===== src/hdl/kvt_pkg.sv =====
// shared types and constants of the keyed vote tally
`timescale 1ns / 1ps
package kvt_pkg;

  localparam logic [1:0] OP_LOAD_CAND  = 2'd0;
  localparam logic [1:0] OP_LOAD_VOTER = 2'd1;
  localparam logic [1:0] OP_VOTE       = 2'd2;
  localparam logic [1:0] OP_FINISH     = 2'd3;

  localparam logic [2:0] ST_OK         = 3'd0;
  localparam logic [2:0] ST_DUP        = 3'd1;
  localparam logic [2:0] ST_FULL       = 3'd2;
  localparam logic [2:0] ST_NO_VOTER   = 3'd3;
  localparam logic [2:0] ST_VOTED      = 3'd4;
  localparam logic [2:0] ST_NO_CAND    = 3'd5;
  localparam logic [2:0] ST_EMPTY      = 3'd6;

  localparam logic [31:0] GOLDEN_Q32   = 32'h9E37_79B9;
  localparam logic [10:0] VOTE_MAX     = 11'h7FF;

  typedef struct packed {
    logic       latch;
    logic       ksel;
    logic       hash1;
    logic       ld_c;
    logic       ld_v;
    logic       step_c;
    logic       step_v;
    logic       scan_init;
    logic       scan_upd;
    logic       wr_ins_c;
    logic       wr_ins_v;
    logic       wr_vote;
    logic       res_load;
    logic [2:0] res_st;
    logic       res_win;
    logic       clr_init;
    logic       clr_step;
  } dp_cmd_t;

  typedef struct packed {
    logic c_hit;
    logic c_empty;
    logic c_last;
    logic v_hit;
    logic v_empty;
    logic v_done;
    logic v_last;
    logic scan_last;
    logic any;
    logic clr_last;
    logic out_free;
  } dp_stat_t;

endpackage


===== src/hdl/kvt_ctrl.sv =====
// controller state machine of the keyed vote tally
`timescale 1ns / 1ps
module kvt_ctrl
  import kvt_pkg::*;
(
  input  logic     clk,
  input  logic     rst_n,
  input  logic     in_valid,
  output logic     in_ready,
  input  logic [1:0] in_cmd,
  input  dp_stat_t stat,
  output dp_cmd_t  cmd
);

  localparam logic [3:0] S_IDLE = 4'd0;
  localparam logic [3:0] S_H1   = 4'd1;
  localparam logic [3:0] S_H2   = 4'd2;
  localparam logic [3:0] S_RD   = 4'd3;
  localparam logic [3:0] S_CHK  = 4'd4;
  localparam logic [3:0] S_SRD  = 4'd5;
  localparam logic [3:0] S_SCHK = 4'd6;
  localparam logic [3:0] S_RES  = 4'd7;
  localparam logic [3:0] S_CLR  = 4'd8;

  logic [3:0] state_r, state_nxt;
  logic [1:0] op_r, op_nxt;
  logic       ph_r, ph_nxt;
  logic [2:0] st_r, st_nxt;

  assign in_ready = (state_r == S_IDLE);

  always_ff @(posedge clk) begin
    if (!rst_n) begin
      state_r <= S_CLR;
      op_r    <= OP_LOAD_CAND;
      ph_r    <= 1'b0;
      st_r    <= ST_OK;
    end else begin
      state_r <= state_nxt;
      op_r    <= op_nxt;
      ph_r    <= ph_nxt;
      st_r    <= st_nxt;
    end
  end

  always_comb begin
    state_nxt = state_r;
    op_nxt    = op_r;
    ph_nxt    = ph_r;
    st_nxt    = st_r;
    cmd       = '0;
    cmd.ksel  = ph_r;
    cmd.res_st = st_r;
    unique case (state_r)
      S_IDLE: begin
        if (in_valid) begin
          cmd.latch = 1'b1;
          op_nxt    = in_cmd;
          ph_nxt    = 1'b0;
          if (in_cmd == OP_FINISH) begin
            cmd.scan_init = 1'b1;
            state_nxt     = S_SRD;
          end else begin
            state_nxt = S_H1;
          end
        end
      end
      S_H1: begin
        cmd.hash1 = 1'b1;
        state_nxt = S_H2;
      end
      S_H2: begin
        if (op_r == OP_LOAD_CAND || ph_r) cmd.ld_c = 1'b1;
        else cmd.ld_v = 1'b1;
        state_nxt = S_RD;
      end
      S_RD: state_nxt = S_CHK;
      S_CHK: begin
        state_nxt = S_RD;
        if (op_r == OP_LOAD_CAND) begin
          priority if (stat.c_hit) begin
            st_nxt = ST_DUP; state_nxt = S_RES;
          end else if (stat.c_empty) begin
            cmd.wr_ins_c = 1'b1; st_nxt = ST_OK; state_nxt = S_RES;
          end else if (stat.c_last) begin
            st_nxt = ST_FULL; state_nxt = S_RES;
          end else begin
            cmd.step_c = 1'b1;
          end
        end else if (op_r == OP_LOAD_VOTER) begin
          priority if (stat.v_hit) begin
            st_nxt = ST_DUP; state_nxt = S_RES;
          end else if (stat.v_empty) begin
            cmd.wr_ins_v = 1'b1; st_nxt = ST_OK; state_nxt = S_RES;
          end else if (stat.v_last) begin
            st_nxt = ST_FULL; state_nxt = S_RES;
          end else begin
            cmd.step_v = 1'b1;
          end
        end else if (!ph_r) begin
          priority if (stat.v_hit) begin
            if (stat.v_done) begin
              st_nxt = ST_VOTED; state_nxt = S_RES;
            end else begin
              ph_nxt = 1'b1; state_nxt = S_H1;
            end
          end else if (stat.v_empty || stat.v_last) begin
            st_nxt = ST_NO_VOTER; state_nxt = S_RES;
          end else begin
            cmd.step_v = 1'b1;
          end
        end else begin
          priority if (stat.c_hit) begin
            cmd.wr_vote = 1'b1; st_nxt = ST_OK; state_nxt = S_RES;
          end else if (stat.c_empty || stat.c_last) begin
            st_nxt = ST_NO_CAND; state_nxt = S_RES;
          end else begin
            cmd.step_c = 1'b1;
          end
        end
      end
      S_SRD: state_nxt = S_SCHK;
      S_SCHK: begin
        cmd.scan_upd = 1'b1;
        if (stat.scan_last) begin
          state_nxt = S_RES;
        end else begin
          cmd.step_c = 1'b1;
          state_nxt  = S_SRD;
        end
      end
      S_RES: begin
        if (op_r == OP_FINISH) begin
          cmd.res_st  = stat.any ? ST_OK : ST_EMPTY;
          cmd.res_win = stat.any;
        end
        if (stat.out_free) begin
          cmd.res_load = 1'b1;
          if (op_r == OP_FINISH) begin
            cmd.clr_init = 1'b1;
            state_nxt    = S_CLR;
          end else begin
            state_nxt = S_IDLE;
          end
        end
      end
      S_CLR: begin
        cmd.clr_step = 1'b1;
        if (stat.clr_last) state_nxt = S_IDLE;
      end
      default: state_nxt = S_IDLE;
    endcase
  end

endmodule


===== config.mk =====
export PLATFORM = sky130hd
export DESIGN_NAME = kvt_ctrl
export DESIGN_NICKNAME = d
export VERILOG_FILES = /design/src/hdl/kvt_pkg.sv /design/src/hdl/kvt_ctrl.sv
export SDC_FILE = /design/constraint.sdc
export NUM_CORES = 1
export LEC_CHECK = 0
export BUFFER_PORTS_ARGS = -buffer_cell sky130_fd_sc_hd__clkbuf_2
export CAP_MARGIN = 15
export CORE_AREA = 2 2 44 46
export CTS_BUF_LIST = sky130_fd_sc_hd__clkbuf_16
export DETAILED_ROUTE_END_ITERATION = 7
export DIE_AREA = 0 0 46 48
export GPL_TIMING_DRIVEN = 0
export PLACE_DENSITY = 0.78
export RECOVER_POWER = 50
export SYNTH_ARGS = -nofsm -noshare
export SYNTH_HDL_FRONTEND = slang
export SYNTH_SLANG_ARGS = --single-unit

===== constraint.sdc =====
create_clock -name clk -period 3.8 [get_ports clk]
set_input_delay 0.76 -clock clk [delete_from_list [all_inputs] [get_ports clk]]
set_output_delay 0.76 -clock clk [all_outputs]
set_load 0.03 [all_outputs]

; ---- Yosys cells after proc, flatten, opt, wreduce, memory -nomap -nowiden
; Index checks and enable logic that the tools add are counted.
[word_totals]
elab_cells = 124
out_inout_bits = 20
register_bits = 10
[classes]
n_eq_ne = 20
n_reduce_logical = 11
n_mux = 89
[op_table]
columns = op, n
row1 = 3-bit 2-to-1 mux, 27
row2 = 1-bit 2-to-1 mux, 46
row3 = 4-bit 2-to-1 mux, 9
row4 = 4-bit one-hot mux with 9 select lines, 1
row5 = 4-bit by 3-bit == test with 1-bit output (second input constant), 4
row6 = 2-bit != test (second input constant), 5
row7 = 5-bit by 2-bit != test with 1-bit output (second input constant), 2
row8 = 4-bit by 2-bit == test with 1-bit output (second input constant), 2
row9 = 2-bit 2-to-1 mux, 3
row10 = 6-bit 2-to-1 mux, 1
row11 = 6-bit AND reduction, 1
row12 = 5-bit != test (second input constant), 1
row13 = 5-bit nonzero test, 1
row14 = 2-bit == test (second input constant), 2
row15 = 4-bit by 1-bit == test with 1-bit output (second input constant), 1
row16 = 4-bit == test (second input constant), 1
row17 = 4-bit logical NOT, 1
row18 = 4-bit != test (second input constant), 1
row19 = 1-bit one-hot mux with 2 select lines, 2
row20 = 4-bit AND reduction, 1
row21 = 1-bit logical OR, 3
row22 = 3-bit AND reduction, 1
row23 = 2-bit by 1-bit == test with 1-bit output (second input constant), 1
row24 = 2-bit logical NOT, 1
row25 = 2 further kinds, 2

; ---- Logic depth before layout (Yosys ltp)
; Gate-level depths: netlist of run 1.
[logic_depth]
word_depth = 7
depth_mapped = 6
mapped_depth_nobuf = 5

; ---- Worst setup path after synthesis of run 1
; OpenSTA, ideal clock, no wires.
[synth_path]
path_type = register to output
from = register state_r[1]
to = output port cmd[15] in the netlist's numbering
arrival_time_ns = 2.205
stages_incl_launch_ff = 4
path_slack_ns = 0.835
path_buffers = 1
required_ns = 3.040
cell_sequence = dfxtp_1 clkbuf_1 nand2b_1 a2111oi_0
[synth_lines]
columns = item, line_no
row1 = from (decl), kvt_ctrl.sv:25  ; logic [3:0] state_r, state_nxt;
row2 = from (signal assigned), kvt_ctrl.sv:39  ; state_r <= state_nxt;
row3 = to (decl), kvt_ctrl.sv:12  ; output dp_cmd_t cmd

==> results.md, run 1 <==
* First-pass GRT wire length at 3215 um
* Netlist cell types at 39
* Drt initial violations at 16
* Setup_tns at 0 ns
* Reg clk slew, reported paths at 0.04 ns
* FF+latch count, synth at 10
* R2r setup slk at 1.80 ns
* Final period util at 74.81%
* R2R Path Start: state_r[2]$_SDFFE_PN0P_
* Hold crit path type: reg2reg
* Cell depth of the worst hold path at 2
* Post-synthesis cell area at 794.5 um2
* WL final at 2115 um
* Largest net degree at the start of global routing at 11
* Final ANT Viol Nets at 0
* Drt drc at 0
* Logic gate share of total power at 17.9%
* Required time worst endpoint at 3.04 ns
* Initial antenna violation count at 0
* Leakage at 0.4716 nW
* Mapped Nets at 119
* Max Clk Rate at 351.8 MHz
* Wire per inst at 13.30 um
* Clk Latency, worst-skew pair at 0.24 ns
* Design internal power at 0.2723 mW
* Die height at 48 um
* Setup Fix Bufs, Post-CTS at 0
* Register area share after synthesis at 25.20%
* Max cap viols at 0
* Hold Vio Cnt, Final at 0
* Pwr dens at 351.0 mW/mm2
* # IOs at 36
* Post-synth EDFFs at 0
* Hold_buf cts at 0
* Syn_area_per_cell at 7.714 um2
* Status: finished clean
* Initial Utilization at 47.04%
* Vias per cell at 5.667
* Final Power at 0.3649 mW
* Gpl congestion at 0.8124
* Top flip-flop cell by instance count after synthesis: dfxtp_1
* # rows at 15
* Setup WS pre-CTS at 1.113 ns
* DP HPWL at 1598 um
* Share of cells above drive strength 1 at 28.17%
* Yosys warns at 0
* Gr ovfl total at 0
* Antenna diodes at 0
* # port buffers at 35
* Tot GR Track Use at 20.44%
* Sink of the worst hold path: st_r[0]$_SDFFE_PN0P_
* Register share of total power at 30.8%
* # fillers at 174
* Clock share of power at 51.3%
* Die width at 46 um
* Slew at the pin with the worst max-slew slack at 0.4505 ns
* Final Max Tran Viols at 0
* R2R depth at 5
* Synth top area cells: dfxtp_1 (25%), nand2b_1 (5.5%), nand2_1 (5.2%)
* Relative slew margins at 69.19%
* Full die area at 0.002208 mm2
* Via count at 901
* H-tree Lvls at 1
* RSZ-0062 raised after global routing: false
* CTS tree: done
* Final WS setup at 0.9573 ns
* Nets at 159
* Synth cell count leaders: nand2_1 (11), dfxtp_1 (10), nand2b_1 (7), nor2_1 (7), nor3_1 (7)
* Area Growth Syn to Fin at 30.87%
* Clock Skews at 0.004142 ns
* Worst Hold Launch: st_r[0]$_SDFFE_PN0P_
* Post-Syn Instances at 103
* Asr flop ratio synth at 0%
* Finish-stage setup viols at 0
* Clock net sink count at 10
* Final cell count without fillers at 159
* Critical Path Start Type: flip-flop
* Resize count post-CTS at 0
* Core Region at 0.001689 mm2
* NetSw at 0.09263 mW
* Share of the synthesized area in the top cell type at 25.20%
* Vias in the first global route at 749
* Max IR drop VDD at 0.2207 mV
* Number of detailed-route iterations in the first pass at 4
* Data arrival, critical path at 2.08 ns
* Crit Path Max Fanout at 10
* CTS max path bufs at 2
* Net Sw Frac at 25.38%
* Cells after DPL at 155
* Synth area leader: dfxtp_1
* Num CTS Buffers at 3
* Tmin final at 2.843 ns
* CP endpoint kind: output port
* CP Class: reg2out
* R2r endpoint: st_r[2]$_SDFFE_PN0P_
* Most numerous cell in the Yosys netlist: nand2_1
* CTS root buffer: clkbuf_16
-- per-stage QoR --
stage,utilization [%],hold slack [ns],instance area (um2)
4_1_cts,63.33,0.4602,1070
6_report,61.56,0.4586,1040
3_3_place_gp,58.67,0.4454,991.0
2_1_floorplan,-,0.4339,794.5
5_1_grt,61.56,0.4725,1040
3_5_place_dp,58.67,0.4548,991.0
-- power by group through the flow --
stage	Sequential, mW	Combinational, mW	Clock, mW
6_report	0.112	0.0653	0.187
5_1_grt	0.113	0.0717	0.195
4_1_cts	0.113	0.0681	0.188
3_5_place_dp	0.114	0.0677	0
3_3_place_gp	0.114	0.0664	0
2_1_floorplan	0.113	0.0460	0
-- kinds of logic (layout without fill, tap and decap cells) --
group / count (synthesis) / count (layout) / synth area share [%]
mux: 5 / 5 / 6.614
compound gates: 18 / 18 / 17.95
simple gates: 59 / 59 / 43.94
flops: 10 / 10 / 25.20
buf+inv: 11 / 50 / 6.297
-- per-layer routing --
| metal | GRT usage (%) | vias up | wire, um |
|---|---|---|---|
| li1 | - | 453 | - |
| met1 | 25.50 | 410 | 968 |
| met2 | 34.72 | 34 | 1004 |
| met3 | 3.396 | 4 | 121 |
| met4 | 8.571 | 0 | 21 |
| met5 | 0 | - | 0 |
-- worst max-delay path by stage --
| stage | startpoint | endpoint | slack, ns | depth (start not counted) |
|---|---|---|---|---|
| final | state_r[3]$_SDFFE_PN1P_ | cmd[11] | 0.96 | 7 |
| after global routing | state_r[3]$_SDFFE_PN1P_ | cmd[11] | 0.86 | 7 |
| after CTS | state_r[3]$_SDFFE_PN1P_ | cmd[11] | 1.08 | 7 |
| after detailed placement | stat[10] | cmd[13] | 1.11 | 5 |
| after global placement | stat[10] | cmd[13] | 1.12 | 5 |
| after floorplan | state_r[1]$_SDFFE_PN0P_ | cmd[15] | 0.83 | 3 |
-- critical path, stage by stage (launching register included) --
cell	delay [ns]
dfxtp_1	0.31
clkbuf_1	0.20
or4_1	0.65
inv_1	0.14
nand2_1	0.11
inv_1	0.09
and3_1	0.15
clkbuf_2	0.20
-- flip-flops by register name, indices dropped and copies added (netlist names) --
signal   cells
state_r      4
st_r         3
op_r         2
ph_r         1
-- final cells by class --
| type | count | area [um2] | share of cell area, % |
|---|---|---|---|
| buffer | 7 | 30.03 | 2.888 |
| clock buffer | 3 | 75.07 | 7.220 |
| clock inverter | 1 | 3.754 | 0.3610 |
| inverter | 4 | 15.01 | 1.444 |
| multi-input combinational | 82 | 525.5 | 50.54 |
| sequential | 10 | 200.2 | 19.25 |
| tap | 17 | 21.27 | 2.046 |
| timing repair buffer | 35 | 168.9 | 16.25 |
-- layout by cell type (no fill, tap or decap), types with 4 or more instances in the layout --
cell type	synthesis	final
nand2_1	11	11
nand2b_1	7	7
nor2_1	7	7
nand3_1	5	6
nor4b_1	4	4
dfxtp_1	10	10
nor3_1	7	7
clkbuf_2	0	30
inv_1	4	4
clkbuf_1	4	11
Power figures use the tool's default switching activity.
==> inputs of run 2 (changes only) <==
CORE_AREA = 2 2 46 48   (was 2 2 44 46)
DIE_AREA = 0 0 48 50   (was 0 0 46 48)
PLACE_DENSITY = 0.72   (was 0.78)
clock period = 3 ns   (was 3.8 ns; I/O delays follow)
==> run 2 against run 1 <==
Sequential share of layout area down 0.23 points. Count of clock-buffer cells in the layout unchanged. Power up 27%. Flip-flop and latch count unchanged. Die area up 8.7%. Clock power up 26%. Largest power group unchanged. Highest routed layer is now met3.
==> results.md, run 2 (synthesis gave the netlist of run 1 again) <==
* Status: finished clean
* Die width at 48 um
* Hold_buf cts at 0
* Clk Latency, worst-skew pair at 0.24 ns
* Core Region at 0.001902 mm2
* Drt drc at 0
* Max Clk Rate at 373.7 MHz
* Data arrival, critical path at 2.08 ns
* Tot GR Track Use at 18.59%
* Initial antenna violation count at 0
* Drt initial violations at 12
* H-tree Lvls at 1
* Initial Utilization at 41.78%
* Setup Fix Bufs, Post-CTS at 0
* Die height at 50 um
* Final ANT Viol Nets at 0
* Reg clk slew, reported paths at 0.04 ns
* Full die area at 0.002400 mm2
* Final period util at 89.21%
* First-pass GRT wire length at 3270 um
* Share of cells above drive strength 1 at 28.17%
* Max reg flops at 4
* Crit Path Max Fanout at 10
* Critical Path Start Type: flip-flop
* Most frequent cells in the layout: clkbuf_2 (30), clkbuf_1 (11), nand2_1 (11)
* # rows at 16
* CTS max path bufs at 2
* Required time worst endpoint at 2.40 ns
* Max IR drop VDD at 0.3951 mV
* Via count at 888
* # port buffers at 35
* Relative slew margins at 69.87%
* CP endpoint kind: output port
* Gpl congestion at 0.8292
* Clock Skews at 0.001584 ns
* CTS root buffer: clkbuf_16
* Largest regs: state_r x4, st_r x3, op_r x2
* Resize count post-CTS at 0
* WL final at 2117 um
* Max cap viols at 0
* Most common cell after layout, fill and taps aside: clkbuf_2
* Vias in the first global route at 798
* CTS tree: done
* Setup_tns at 0 ns
* CP Class: reg2out
* Wire per inst at 12.53 um
* Num CTS Buffers at 3
* Slew at the pin with the worst max-slew slack at 0.4406 ns
* Biggest register: state_r
* Leakage at 0.4716 nW
* Hold Vio Cnt, Final at 0
* Vias per cell at 5.254
* Finish-stage setup viols at 0
* Antenna diodes at 0
* Number of detailed-route iterations in the first pass at 4
* Tmin final at 2.676 ns
* Final Power at 0.4619 mW
* Final Max Tran Viols at 0
* RSZ-0062 raised after global routing: false
* Nets at 159
* Clock net sink count at 10
* # IOs at 36
* DP HPWL at 1697 um
* Area Growth Syn to Fin at 32.44%
* Largest net degree at the start of global routing at 11
* Gr ovfl total at 0
* Pwr dens at 439.0 mW/mm2
* Hold crit path type: reg2reg
run 2: final timing paths:
path                                               from                    to  slack, ns  cells after the start
worst max register to register  state_r[2]$_SDFFE_PN0P_  st_r[1]$_SDFFE_PN0P_       1.04                      5
worst max-delay path            state_r[3]$_SDFFE_PN1P_               cmd[11]       0.32                      7
worst min-delay path               st_r[0]$_SDFFE_PN0P_  st_r[0]$_SDFFE_PN0P_       0.46                      2
worst min register to register     st_r[0]$_SDFFE_PN0P_  st_r[0]$_SDFFE_PN0P_       0.46                      2
run 2: power breakdown:
group,switching (mW),internal (mW),total [mW]
clock network,0.0618,0.175,0.236
registers,0.00420,0.138,0.143
logic,0.0511,0.0319,0.0830
total,0.117,0.345,0.462
run 2: cell type report:
cell class / count / area, um2
fill: 192 / 849.6
multi-input combinational: 82 / 525.5
sequential: 10 / 200.2
timing repair buffer: 35 / 168.9
clock buffer: 3 / 75.07
tap: 27 / 33.78
buffer: 7 / 30.03
inverter: 4 / 15.01
clock inverter: 1 / 3.754
run 2: per-stage QoR:
step	hold slack (ns)	worst slack, ns	instances	cell area [um2]	util [%]
6_report	0.4593	0.3237	169	1052	55.33
5_1_grt	0.4874	0.1955	169	1052	55.33
4_1_cts	0.4618	0.4316	169	1082	56.91
3_5_place_dp	0.4550	0.6394	165	1003	52.76
3_3_place_gp	0.4526	0.6514	165	1003	52.76
2_1_floorplan	0.4339	0.1950	103	794.5	-
run 2: worst max-delay path, stage by stage (launching register included):
cell and delay [ns]:
dfxtp_1 0.31, clkbuf_1 0.19, or4_1 0.65, inv_1 0.15, nand2_1 0.11, inv_1 0.08
and3_1 0.15, clkbuf_2 0.20
run 2: per-layer routing:
| layer | GRT usage (%) | up-vias | part of all wire (%) |
|---|---|---|---|
| met5 | 0 | - | 0 |
| met2 | 30.22 | 35 | 48 |
| met1 | 23.28 | 400 | 46 |
| li1 | - | 453 | - |
| met4 | 4.054 | 0 | 0 |
| met3 | 5.861 | 0 | 6.8 |
==> inputs of run 3 (changes only) <==
CAP_MARGIN = 20   (was 15)
REMOVE_ABC_BUFFERS = 1   (was unset)
==> run 3 against run 2 <==
Maximum frequency is 2.1% higher. Worst hold slack better by 0.0034 ns. Power is 0.21% lower. Count of clock-buffer cells in the layout stayed put. Sequential power is 5% higher. Routed wire length is 2.9% lower. Critical path depth is 2 lower. Critical endpoint is now cmd[13]. Largest cell class unchanged.
==> results.md, run 3 (synthesis gave the netlist of run 1 again) <==
* R2r endpoint: st_r[2]$_SDFFE_PN0P_
* Initial Utilization at 41.78%
* CP endpoint kind: output port
* Worst Hold Launch: st_r[0]$_SDFFE_PN0P_
* Hold crit path type: reg2reg
* Setup_tns at 0 ns
* Gpl congestion at 0.8112
* Die width at 48 um
* # IOs at 36
* Relative slew margins at 71.08%
* RSZ-0062 raised after global routing: false
* Final Max Tran Viols at 0
* Hold_buf cts at 0
* Final cell count without fillers at 162
* H-tree Lvls at 1
* Setup Fix Bufs, Post-CTS at 0
* Max IR drop VDD at 0.2151 mV
* WL final at 2056 um
* CTS max path bufs at 2
* Number of detailed-route iterations in the first pass at 4
* Hold Vio Cnt, Final at 0
* # rows at 16
* CTS root buffer: clkbuf_16
* Max cap viols at 0
* Clock Skews at 0.001566 ns
* Post-place instance area at 968.4 um2
* Largest net degree at the start of global routing at 15
* Clock net sink count at 10
* Pwr dens at 450.9 mW/mm2
* Tmin final at 2.622 ns
* Area Growth Syn to Fin at 28.66%
* Required time worst endpoint at 2.40 ns
* Reg clk slew, reported paths at 0.04 ns
* Full die area at 0.002400 mm2
* Vias in the first global route at 790
* Register share of total power at 32.6%
* DP HPWL at 1550 um
* Final instance area at 0.001022 mm2
* Drt initial violations at 21
* Most frequent cells in the layout: clkbuf_2 (30), nand2_1 (11), dfxtp_1 (10)
* Die height at 50 um
* Leakage at 0.4591 nW
* Slowest CP cell: dfxtp_1
* Vias per cell at 5.407
* NetSw at 0.1176 mW
* Max Clk Rate at 381.4 MHz
* CP cell instances: nand2_1, a2111o_1, mux2_2, nor3_1, clkbuf_2
* Data arrival, critical path at 2.02 ns
* Clk Latency, worst-skew pair at 0.24 ns
* Crit path buf inv count at 1
* Cell depth of the worst hold path at 2
* CP peak stage delay at 0.56 ns
* First-pass GRT wire length at 3118 um
* Cells after DPL at 158
* R2R depth at 4
* Via count at 876
* Initial antenna violation count at 0
* Wire per inst at 12.69 um
* Crit Path Max Fanout at 14
* Finish-stage setup viols at 0
* Drt drc at 0
* Net Sw Frac at 25.52%
* Design internal power at 0.3433 mW
* Sink of the worst hold path: st_r[0]$_SDFFE_PN0P_
* Share of cells above drive strength 1 at 28.89%
* Slew at the pin with the worst max-slew slack at 0.4228 ns
* Top Family by Delay on Critical Path: flip-flops
* Nets at 152
* Antenna diodes at 0
* Gr ovfl total at 0
* Tot GR Track Use at 18.37%
* Final period util at 87.39%
* Biggest register: state_r
* Logic gate share of total power at 15.7%
* R2r setup slk at 1.19 ns
* Most common cell after layout, fill and taps aside: clkbuf_2
* R2R Path Start: state_r[2]$_SDFFE_PN0P_
* Max reg flops at 4
* Largest regs: state_r x4, st_r x3, op_r x2
* Resize count post-CTS at 0
* # port buffers at 35
* # fillers at 183
* Final ANT Viol Nets at 0
* Num CTS Buffers at 3
* Core Region at 0.001902 mm2
* Clock share of power at 51.7%
* Critical Path Start Type: flip-flop
* Status: finished clean
* CTS tree: done
* CP Class: reg2out
[run 3: how the worst max path moves through the flow]
| stage | start | endpoint | slack [ns] | depth (start not counted) |
|---|---|---|---|---|
| final | op_r[1]$_SDFFE_PN0P_ | cmd[13] | 0.38 | 5 |
| after global routing | op_r[1]$_SDFFE_PN0P_ | cmd[13] | 0.30 | 5 |
| after CTS | op_r[1]$_SDFFE_PN0P_ | cmd[13] | 0.37 | 5 |
| after detailed placement | op_r[1]$_SDFFE_PN0P_ | cmd[13] | 0.62 | 5 |
| after global placement | op_r[1]$_SDFFE_PN0P_ | cmd[13] | 0.64 | 5 |
| after floorplan | ph_r$_SDFFE_PN0P_ | cmd[15] | 0.11 | 2 |
[run 3: layout make-up]
cell class | instances | area [um2] | area share (%)
clock buffer | 3 | 75.07 | 7.344
clock inverter | 1 | 3.754 | 0.3672
inverter | 4 | 15.01 | 1.469
sequential | 10 | 200.2 | 19.58
tap | 27 | 33.78 | 3.305
timing repair buffer | 35 | 168.9 | 16.52
multi-input combinational | 82 | 525.5 | 51.41
[run 3: layer usage]
metal  GRT usage, %  vias up  share of wire [%]
li1               -      437                  -
met2          29.56       41                 44
met5              0        -                  0
met1          20.80      391                 46
met4          11.26        0                2.6
met3          4.029        7                7.9
[run 3: metrics by stage]
| step | util, % | power [mW] | hold WS [ns] | setup WS [ns] |
|---|---|---|---|---|
| 6_report | 53.75 | 0.4609 | 0.4627 | 0.3782 |
| 5_1_grt | 53.75 | 0.4787 | 0.4952 | 0.2965 |
| 4_1_cts | 55.07 | 0.4662 | 0.4635 | 0.3674 |
| 3_5_place_dp | 50.92 | 0.2270 | 0.4580 | 0.6230 |
| 3_3_place_gp | 50.92 | 0.2253 | 0.4482 | 0.6435 |
| 2_1_floorplan | - | 0.1974 | 0.4339 | 0.1149 |
[run 3: worst reg2reg max path, stage by stage, from the launching register on]
cell     delay (ns)
dfxtp_1        0.48
or4b_1         0.55
a31oi_1        0.27
nand3_1        0.22
mux2i_1        0.16
[run 3: power by group through the flow]
stage          Combinational, mW  Clock, mW  Sequential, mW
4_1_cts                   0.0751      0.241           0.151
3_5_place_dp              0.0744          0           0.153
2_1_floorplan             0.0483          0           0.149
6_report                  0.0725      0.238           0.150
5_1_grt                   0.0790      0.248           0.152
3_3_place_gp              0.0729          0           0.152
